==> src/rtl/rcp_pkg.sv <==
// Shared types and constants for the reference-counted context pool.
// No dependencies; imported by refcounted_context_pool.
package rcp_pkg;

   localparam int KEY_W              = 32;
   localparam int DATA_W             = 16;
   localparam int POOL_SIZE_W        = 5;
   localparam int IDX_OUT_W          = 4;
   localparam int STATUS_W           = 2;
   localparam int POOL_DEPTH_DEFAULT = 16;

   localparam logic [POOL_SIZE_W-1:0] POOL_SIZE_RESET = 5'd16;
   localparam logic [DATA_W-1:0]      COUNT_MAX       = 16'hFFFF;
   localparam logic [DATA_W-1:0]      COUNT_ONE       = 16'd1;

   // operation codes
   localparam logic OP_ACQUIRE = 1'b0;
   localparam logic OP_RELEASE = 1'b1;

   // result status codes
   localparam logic [STATUS_W-1:0] ST_OK          = 2'd0;
   localparam logic [STATUS_W-1:0] ST_FULL        = 2'd1;
   localparam logic [STATUS_W-1:0] ST_BAD_RELEASE = 2'd2;
   localparam logic [STATUS_W-1:0] ST_SATURATED   = 2'd3;

   // sequencer states
   typedef enum logic [2:0] {
      S_IDLE    = 3'b001,
      S_SCAN    = 3'b010,
      S_RELEASE = 3'b100
   } state_type;

   // one pool entry as stored in the table memory
   typedef struct packed {
      logic [KEY_W-1:0]  key;
      logic [DATA_W-1:0] count;
      logic [DATA_W-1:0] base;
      logic [DATA_W-1:0] stride;
      logic [DATA_W-1:0] size;
   } entry_type;

endpackage

==> src/rtl/refcounted_context_pool.sv <==
// Reference-counted context pool: table memory, live bits and scan sequencer.
// Depends on rcp_pkg for the entry layout, state codes and status codes.
//
//   port group | direction | handshake         | payload
//   -----------+-----------+-------------------+-------------------------------------------
//   req_       | in        | start / busy      | op, team key, layout, release index
//   rsp_       | out       | rsp_valid strobe  | index, count, new flag, layout, status
//   csr_       | in        | csr_wr_en         | pool_size (entries in use)
//
// Acquire: the scan reads the entries in use (pool_size limited to POOL_DEPTH)
// through the single read port of the table memory, one entry per cycle; a key
// hit ends the scan early.
// Release: the S_RELEASE state sets the strobe, which is registered in rsp_valid_ff.
// busy stays high until the result is produced; the receiver cannot stall.
// Reset frees all entries at once through the live bits; no clearing pass.
module refcounted_context_pool
   import rcp_pkg::*;
#(
   parameter int POOL_DEPTH = POOL_DEPTH_DEFAULT
) (
   input  logic                   clock,
   input  logic                   reset,
   // request word
   input  logic                   start,
   output logic                   busy,
   input  logic                   req_op,
   input  logic [KEY_W-1:0]       req_team_key,
   input  logic [DATA_W-1:0]      req_team_base,
   input  logic [DATA_W-1:0]      req_team_stride,
   input  logic [DATA_W-1:0]      req_team_size,
   input  logic [IDX_OUT_W-1:0]   req_release_index,
   // response word
   output logic                   rsp_valid,
   output logic [IDX_OUT_W-1:0]   rsp_entry_index,
   output logic [DATA_W-1:0]      rsp_ref_count,
   output logic                   rsp_newly_allocated,
   output logic [DATA_W-1:0]      rsp_entry_base,
   output logic [DATA_W-1:0]      rsp_entry_stride,
   output logic [DATA_W-1:0]      rsp_entry_size,
   output logic [STATUS_W-1:0]    rsp_status,
   // configuration
   input  logic                   csr_wr_en,
   input  logic [POOL_SIZE_W-1:0] csr_pool_size
);

   localparam int IDX_W = (POOL_DEPTH > 1) ? $clog2(POOL_DEPTH) : 1;

   // control state
   state_type               state_ff, state_in;
   logic [POOL_SIZE_W-1:0]  pool_size_ff;
   logic [POOL_DEPTH-1:0]   live_ff, live_in;
   logic [POOL_SIZE_W-1:0]  scan_idx_ff, scan_idx_in;
   logic                    pend_ff, pend_in;
   logic                    pend_live_ff, pend_live_in;
   logic [IDX_W-1:0]        pend_idx_ff, pend_idx_in;
   logic                    free_found_ff, free_found_in;
   logic [IDX_W-1:0]        free_idx_ff, free_idx_in;
   logic                    rel_ok_ff, rel_ok_in;

   // request payload
   logic [KEY_W-1:0]        key_ff, key_in;
   logic [DATA_W-1:0]       base_ff, base_in;
   logic [DATA_W-1:0]       stride_ff, stride_in;
   logic [DATA_W-1:0]       size_ff, size_in;
   logic [IDX_OUT_W-1:0]    rel_idx_ff, rel_idx_in;

   // response registers
   logic                    rsp_valid_ff, rsp_valid_in;
   logic [IDX_OUT_W-1:0]    rsp_index_ff, rsp_index_in;
   logic [DATA_W-1:0]       rsp_count_ff, rsp_count_in;
   logic                    rsp_new_ff, rsp_new_in;
   logic [DATA_W-1:0]       rsp_start_ff, rsp_start_in;
   logic [DATA_W-1:0]       rsp_stride_ff, rsp_stride_in;
   logic [DATA_W-1:0]       rsp_size_ff, rsp_size_in;
   logic [STATUS_W-1:0]     rsp_status_ff, rsp_status_in;

   // table memory
   entry_type               pool_mem [POOL_DEPTH];
   entry_type               rd_entry_ff;
   logic [IDX_W-1:0]        rd_addr;
   logic                    wr_en;
   logic [IDX_W-1:0]        wr_addr;
   entry_type               wr_entry;

   logic [POOL_SIZE_W-1:0]  slots_used;
   logic                    key_hit;
   logic [DATA_W-1:0]       count_inc;
   logic [DATA_W-1:0]       count_dec;

   // limit the entries in use to the table depth
   always_comb begin
      if (int'(pool_size_ff) > POOL_DEPTH) begin
         slots_used = POOL_SIZE_W'(POOL_DEPTH);
      end else begin
         slots_used = pool_size_ff;
      end
   end

   // shared compare and count unit on the word read last cycle
   assign key_hit   = pend_ff && pend_live_ff && (rd_entry_ff.key == key_ff);
   assign count_inc = DATA_W'(rd_entry_ff.count + COUNT_ONE);
   assign count_dec = DATA_W'(rd_entry_ff.count - COUNT_ONE);

   // sequencer
   always_comb begin
      state_in       = state_ff;
      live_in        = live_ff;
      scan_idx_in    = scan_idx_ff;
      pend_in        = pend_ff;
      pend_live_in   = pend_live_ff;
      pend_idx_in    = pend_idx_ff;
      free_found_in  = free_found_ff;
      free_idx_in    = free_idx_ff;
      rel_ok_in      = rel_ok_ff;
      key_in         = key_ff;
      base_in        = base_ff;
      stride_in      = stride_ff;
      size_in        = size_ff;
      rel_idx_in     = rel_idx_ff;
      rsp_valid_in   = 1'b0;
      rsp_index_in   = rsp_index_ff;
      rsp_count_in   = rsp_count_ff;
      rsp_new_in     = rsp_new_ff;
      rsp_start_in   = rsp_start_ff;
      rsp_stride_in  = rsp_stride_ff;
      rsp_size_in    = rsp_size_ff;
      rsp_status_in  = rsp_status_ff;
      rd_addr        = IDX_W'(scan_idx_ff);
      wr_en          = 1'b0;
      wr_addr        = pend_idx_ff;
      wr_entry       = rd_entry_ff;

      case (state_ff)
         S_IDLE: begin
            // read the named entry now so release has it next cycle
            rd_addr = IDX_W'(req_release_index);
            if (start) begin
               key_in        = req_team_key;
               base_in       = req_team_base;
               stride_in     = req_team_stride;
               size_in       = req_team_size;
               rel_idx_in    = req_release_index;
               rel_ok_in     = ({1'b0, req_release_index} < slots_used)
                               && live_ff[IDX_W'(req_release_index)];
               scan_idx_in   = '0;
               pend_in       = 1'b0;
               free_found_in = 1'b0;
               if (req_op == OP_RELEASE) begin
                  state_in = S_RELEASE;
               end else begin
                  state_in = S_SCAN;
               end
            end
         end

         S_SCAN: begin
            if (key_hit) begin
               // hit: raise the count unless it is saturated
               rsp_valid_in  = 1'b1;
               rsp_index_in  = IDX_OUT_W'(pend_idx_ff);
               rsp_new_in    = 1'b0;
               rsp_start_in  = rd_entry_ff.base;
               rsp_stride_in = rd_entry_ff.stride;
               rsp_size_in   = rd_entry_ff.size;
               if (rd_entry_ff.count == COUNT_MAX) begin
                  rsp_count_in  = rd_entry_ff.count;
                  rsp_status_in = ST_SATURATED;
               end else begin
                  wr_en          = 1'b1;
                  wr_addr        = pend_idx_ff;
                  wr_entry.count = count_inc;
                  rsp_count_in   = count_inc;
                  rsp_status_in  = ST_OK;
               end
               pend_in  = 1'b0;
               state_in = S_IDLE;
            end else if (scan_idx_ff < slots_used) begin
               // issue the next read and note the first free entry
               pend_in      = 1'b1;
               pend_idx_in  = IDX_W'(scan_idx_ff);
               pend_live_in = live_ff[IDX_W'(scan_idx_ff)];
               if (!live_ff[IDX_W'(scan_idx_ff)] && !free_found_ff) begin
                  free_found_in = 1'b1;
                  free_idx_in   = IDX_W'(scan_idx_ff);
               end
               scan_idx_in = POOL_SIZE_W'(scan_idx_ff + 1'b1);
            end else begin
               // scan done without a hit: claim a free entry or report full
               pend_in      = 1'b0;
               rsp_valid_in = 1'b1;
               if (free_found_ff) begin
                  wr_en                      = 1'b1;
                  wr_addr                    = free_idx_ff;
                  wr_entry.key               = key_ff;
                  wr_entry.count             = COUNT_ONE;
                  wr_entry.base              = base_ff;
                  wr_entry.stride            = stride_ff;
                  wr_entry.size              = size_ff;
                  live_in[free_idx_ff]       = 1'b1;
                  rsp_index_in               = IDX_OUT_W'(free_idx_ff);
                  rsp_count_in               = COUNT_ONE;
                  rsp_new_in                 = 1'b1;
                  rsp_start_in               = base_ff;
                  rsp_stride_in              = stride_ff;
                  rsp_size_in                = size_ff;
                  rsp_status_in              = ST_OK;
               end else begin
                  rsp_index_in  = '0;
                  rsp_count_in  = '0;
                  rsp_new_in    = 1'b0;
                  rsp_start_in  = '0;
                  rsp_stride_in = '0;
                  rsp_size_in   = '0;
                  rsp_status_in = ST_FULL;
               end
               state_in = S_IDLE;
            end
         end

         S_RELEASE: begin
            rsp_valid_in = 1'b1;
            rsp_index_in = rel_idx_ff;
            rsp_new_in   = 1'b0;
            if (!rel_ok_ff) begin
               rsp_count_in  = '0;
               rsp_start_in  = '0;
               rsp_stride_in = '0;
               rsp_size_in   = '0;
               rsp_status_in = ST_BAD_RELEASE;
            end else if (count_dec == '0) begin
               // last reference: drop the entry
               live_in[IDX_W'(rel_idx_ff)] = 1'b0;
               rsp_count_in  = '0;
               rsp_start_in  = '0;
               rsp_stride_in = '0;
               rsp_size_in   = '0;
               rsp_status_in = ST_OK;
            end else begin
               wr_en          = 1'b1;
               wr_addr        = IDX_W'(rel_idx_ff);
               wr_entry.count = count_dec;
               rsp_count_in   = count_dec;
               rsp_start_in   = rd_entry_ff.base;
               rsp_stride_in  = rd_entry_ff.stride;
               rsp_size_in    = rd_entry_ff.size;
               rsp_status_in  = ST_OK;
            end
            state_in = S_IDLE;
         end

         default: begin
            state_in = S_IDLE;
         end
      endcase
   end

   // table memory: one write and one registered read per cycle
   always_ff @(posedge clock) begin
      if (wr_en) begin
         pool_mem[wr_addr] <= wr_entry;
      end
      rd_entry_ff <= pool_mem[rd_addr];
   end

   // control registers
   always_ff @(posedge clock) begin
      if (reset) begin
         state_ff      <= S_IDLE;
         pool_size_ff  <= POOL_SIZE_RESET;
         live_ff       <= '0;
         pend_ff       <= 1'b0;
         free_found_ff <= 1'b0;
         rsp_valid_ff  <= 1'b0;
      end else begin
         state_ff      <= state_in;
         live_ff       <= live_in;
         pend_ff       <= pend_in;
         free_found_ff <= free_found_in;
         rsp_valid_ff  <= rsp_valid_in;
         if (csr_wr_en) begin
            pool_size_ff <= csr_pool_size;
         end
      end
   end

   // payload registers
   always_ff @(posedge clock) begin
      scan_idx_ff   <= scan_idx_in;
      pend_live_ff  <= pend_live_in;
      pend_idx_ff   <= pend_idx_in;
      free_idx_ff   <= free_idx_in;
      rel_ok_ff     <= rel_ok_in;
      key_ff        <= key_in;
      base_ff       <= base_in;
      stride_ff     <= stride_in;
      size_ff       <= size_in;
      rel_idx_ff    <= rel_idx_in;
      rsp_index_ff  <= rsp_index_in;
      rsp_count_ff  <= rsp_count_in;
      rsp_new_ff    <= rsp_new_in;
      rsp_start_ff  <= rsp_start_in;
      rsp_stride_ff <= rsp_stride_in;
      rsp_size_ff   <= rsp_size_in;
      rsp_status_ff <= rsp_status_in;
   end

   // drive ports
   assign busy                = (state_ff != S_IDLE);
   assign rsp_valid           = rsp_valid_ff;
   assign rsp_entry_index     = rsp_index_ff;
   assign rsp_ref_count       = rsp_count_ff;
   assign rsp_newly_allocated = rsp_new_ff;
   assign rsp_entry_base      = rsp_start_ff;
   assign rsp_entry_stride    = rsp_stride_ff;
   assign rsp_entry_size      = rsp_size_ff;
   assign rsp_status          = rsp_status_ff;

`ifndef SYNTHESIS
   // one strobe per item, never two in a row
   a_rsp_single: assert property (@(posedge clock) disable iff (reset)
      rsp_valid |=> !rsp_valid)
      else $error("response strobe held for more than one cycle");

   // an accepted request keeps the block busy
   a_accept_busy: assert property (@(posedge clock) disable iff (reset)
      (start && !busy) |=> busy)
      else $error("request accepted but block not busy");

   // a full pool reports a zero index and count and no new entry
   a_full_empty: assert property (@(posedge clock) disable iff (reset)
      (rsp_valid && rsp_status == ST_FULL) |->
         (rsp_entry_index == '0 && rsp_ref_count == '0 && !rsp_newly_allocated))
      else $error("pool full response carries entry data");

   // a fresh entry starts at one reference
   a_new_count: assert property (@(posedge clock) disable iff (reset)
      (rsp_valid && rsp_newly_allocated) |->
         (rsp_ref_count == COUNT_ONE && rsp_status == ST_OK))
      else $error("new entry with wrong count or status");
`endif

endmodule

==> config.mk <==
export PLATFORM = sky130hd
export DESIGN_NAME = refcounted_context_pool
export DESIGN_NICKNAME = d
export VERILOG_FILES = /design/src/rtl/rcp_pkg.sv /design/src/rtl/refcounted_context_pool.sv
export SDC_FILE = /design/constraint.sdc
export NUM_CORES = 2
export LEC_CHECK = 0
export BUFFER_PORTS_ARGS = -buffer_cell sky130_fd_sc_hd__buf_2
export CAP_MARGIN = 20
export CORE_UTILIZATION = 30
export DETAILED_ROUTE_END_ITERATION = 6
export SETUP_SLACK_MARGIN = 0.4
export SLEW_MARGIN = 25
export SYNTH_ARGS = -nofsm -noshare
export SYNTH_HDL_FRONTEND = slang
export SYNTH_SLANG_ARGS = --single-unit
==> constraint.sdc <==
create_clock -name clock -period 27.7 [get_ports clock]
set_clock_uncertainty 0.05 [all_clocks]
set_input_delay 1.385 -clock clock [delete_from_list [all_inputs] [get_ports clock]]
set_output_delay 1.385 -clock clock [all_outputs]
set_load 0.05 [all_outputs]
==> results_dict.tcl <==
set metrics [dict create \
    outcome "finished, violations left" \
    violations "design-rule violations" \
    fin_crit_sh 0.236 \
    drv_cap 0 \
    power_mw 6.43 \
    drt-initial-drc-count 4690 \
    drt-wirelength-per-cell_um 21.3 \
    layout_min_cycle_time_ns 6.54 \
    path_cells "inv_1 -> ha_1 -> or3b_2 -> or3_1 -> xnor2_1 -> or4b_4 -> o21ai_1 -> buf_4 -> o32a_1 -> o21ai_0 -> nor3_2 -> buf_4 -> buf_4" \
    met1_length_mm 82.7 \
    clkLatencyLatePin_ns 0.83 \
    regArea_mm2 0.0537 \
    fp-row-count 180 \
    min_to "pend_ff$_SDFFE_PP0P_" \
    met2WireLength_mm 90.6 \
    synth-main-ff-cell "edfxtp_1" \
    hold_depth 2 \
    num_io_pins 167 \
    clock_sinks 1829 \
    grt_max_degree 178 \
    layout.nets 5708 \
    synthTopCellsByArea "edfxtp_1 71%, nand2_1 9.1%, a311oi_1 3.5%" \
    maxSlewViolCount 0 \
    rr_worst_depth 13 \
    cp_data_arrival_time_ns 6.91 \
    h-tree-depth 4 \
    grt_pass1_vias 44300 \
    synth_top_cell_by_area "edfxtp_1" \
    place_congestion 0.817 \
    cts_made_buffers 173 \
    drive_gt1_frac 0.103 \
    initial_utilization 0.301 \
    ys_warn_count 0 \
    synth-seq-cells 1829 \
    first_pass_iters 7 \
    path_class "reg2reg" \
    final_core_util 0.343 \
    chipWidth_um 493 \
    clkTransAtPathRegs_ns 0.07 \
    finalHoldViolCount 0 \
    finalSetupViolCount 0 \
    holdCritStartpoint "pend_ff$_SDFFE_PP0P_" \
    grt_first_pass_wirelength_mm 285 \
    post_dp_cell_area_mm2 0.0767 \
    cpMaxStageDelayCell "nor3_2" \
    wl_mm 191 \
    power.leakage_nw 27.6 \
    r2r_slack_ns 21.16 \
    syn_area_mm2 0.0724 \
    holdCritPathClass "reg2reg" \
    core_area_mm2 0.240 \
    hold-worst-slack_ns 0.425 \
    multiInputGateArea_mm2 0.0175 \
    worst-path-max-fanout 45 \
    io_buffers 166 \
    area_delta_synth_final_pct 13.7 \
    postCtsHoldBufs 0 \
    yosysUniqueCellTypes 65 \
    seq_area_frac_synth 0.741 \
    synthArstFlopShare 0 \
    vias 45600 \
    timing.fmax_ghz 0.153 \
    dpl.hpwl_mm 98.4 \
    die_y_um 493 \
    highest_layer "met5" \
    dieArea_mm2 0.243 \
    syn_avg_cell_area_um2 13.0 \
    most-common-layout-cells "1757 x nand2_1, 1706 x edfxtp_1, 408 x nand3_1" \
    r2r-end "pool_mem[7][15]$_DFFE_PP_" \
    post-cts-setup-buffers 0 \
    met3_length_mm 11.9 \
    p_per_area_mw_per_mm2 78.1 \
    rsz0062_at_grt "false" \
    n_fill_cell 22900 \
    drcViolationCount 1 \
    grt_overflow_total 0 \
    mostFrequentLayoutCell "nand2_1" \
    crit_path_max_incr_delay_ns 0.86 \
    via_per_inst 5.11 \
    ant_nets 0 \
    syn_nets 5675 \
    grtUsageTotal 0.153 \
    setup_tns_ns 0 \
    antenna_found_initial 11 \
    ctsResizeCount 0 \
    worst_pin_slew_ns 1.16 \
    critPathLaunchType "flip-flop" \
    cp_common_cell "buf_4" \
    synth_edf_count 1706 \
    synth_top_area_share 0.707 \
    cts_tree "done" \
    clk_path_buf_depth 3 \
    synthCells 5569 \
    cp-end-kind "flip-flop" \
    crit_required_ns 28.07 \
    maxSlewHeadroom 0.221 \
    ctsRootBufferMaster "clkbuf_16" \
    critical_path.reg2reg.startpoint "rd_entry_ff[48]$_DFF_P_" \
    final_area_mm2 0.0824 \
    ir_drop_uv 42.3 \
]
-- how the worst max path moves through the flow --
stage,start,to,slack (ns)
CTS,rd_entry_ff[48]$_DFF_P_,pool_mem[7][29]$_DFFE_PP_,21.18
finish,rd_entry_ff[48]$_DFF_P_,pool_mem[7][15]$_DFFE_PP_,21.16
floorplan,rd_entry_ff[48]$_DFF_P_,pool_mem[13][0]$_DFFE_PP_,16.81
global route,rd_entry_ff[48]$_DFF_P_,pool_mem[7][15]$_DFFE_PP_,20.87
global placement,rd_entry_ff[48]$_DFF_P_,pool_mem[7][29]$_DFFE_PP_,21.38
detailed placement,rd_entry_ff[48]$_DFF_P_,pool_mem[7][29]$_DFFE_PP_,21.26
-- registers in the layout, summed over array words and instances (netlist names), 2 cells and up --
signal            cells
base_ff              16
free_idx_ff           4
key_ff               32
live_ff              16
pend_idx_ff           4
pool_mem           1536
pool_size_ff          5
rd_entry_ff          96
rel_idx_ff            4
rsp_entry_base       16
rsp_entry_index       4
rsp_entry_size       16
rsp_entry_stride     16
rsp_ref_count        16
rsp_status            2
scan_idx_ff           5
size_ff              16
state_ff              3
stride_ff            16
-- where the power goes --
part           leakage (nW)  switching (mW)  internal (mW)
clock                  2.75            1.03           1.32
sequential             16.3          0.0583           3.25
combinational          8.58           0.578          0.198
total                  27.6            1.66           4.77
-- Yosys cell counts, types with 20 or more instances --
master / number
a311oi_1: 288
a31oi_1: 103
nor3_1: 36
nor4_1: 20
a22o_1: 49
edfxtp_1: 1706
o22ai_1: 26
o21ai_0: 29
clkbuf_1: 369
xor2_1: 38
nand2_1: 1760
and3_1: 201
a21oi_1: 130
nand3_1: 408
nor2_1: 59
dfxtp_1: 123
mux2_2: 37
-- through the flow --
step	worst slack [ns]	instances
2_1_floorplan	16.81	5569
3_3_place_gp	21.38	8610
3_5_place_dp	21.26	8612
4_1_cts	21.18	8934
5_1_grt	20.87	8936
6_report	21.16	8936
-- critical path: cells and delay by family, from the launching register on --
family	cells	cell delay [ns]
AND/OR/NAND/NOR	4	2.39
adder cells (fa/ha/maj)	1	0.37
AO/OA/AOI/OAI	3	0.63
XOR/XNOR	1	0.18
flip-flops	1	0.41
buffers and inverters	4	2.00
-- cell families (layout without fill, tap and decap cells) --
logic type	count (synthesis)	count (layout)	share of synthesized area
DFF	1829	1829	0.741
muxes	59	59	0.0105
xor gates and xnor gates	48	48	0.00580
other	0	2	0
adders and majority gates	12	12	0.00207
and+or+nand+nor	2542	2542	0.150
AOI/OAI and AO/OA	677	677	0.0690
buffers and inverters	402	582	0.0211
-- layer usage --
metal  up-vias  track usage
li1      20700            -
met1     23000        0.210
met2      1694        0.248
met3       297       0.0219
met4         8       0.0489
met5         -            0
-- area by class of cell --
class | instances | area share
Clock inverter | 81 | 0.00963
Sequential cell | 1829 | 0.652
Inverter | 13 | 0.000623
Clock buffer | 241 | 0.0585
Tap cell | 3185 | 0.0484
Antenna cell | 2 | 0.0000608
Timing Repair Buffer | 247 | 0.0191
Multi-Input combinational cell | 3338 | 0.212
(Power assumes the default switching activity.)
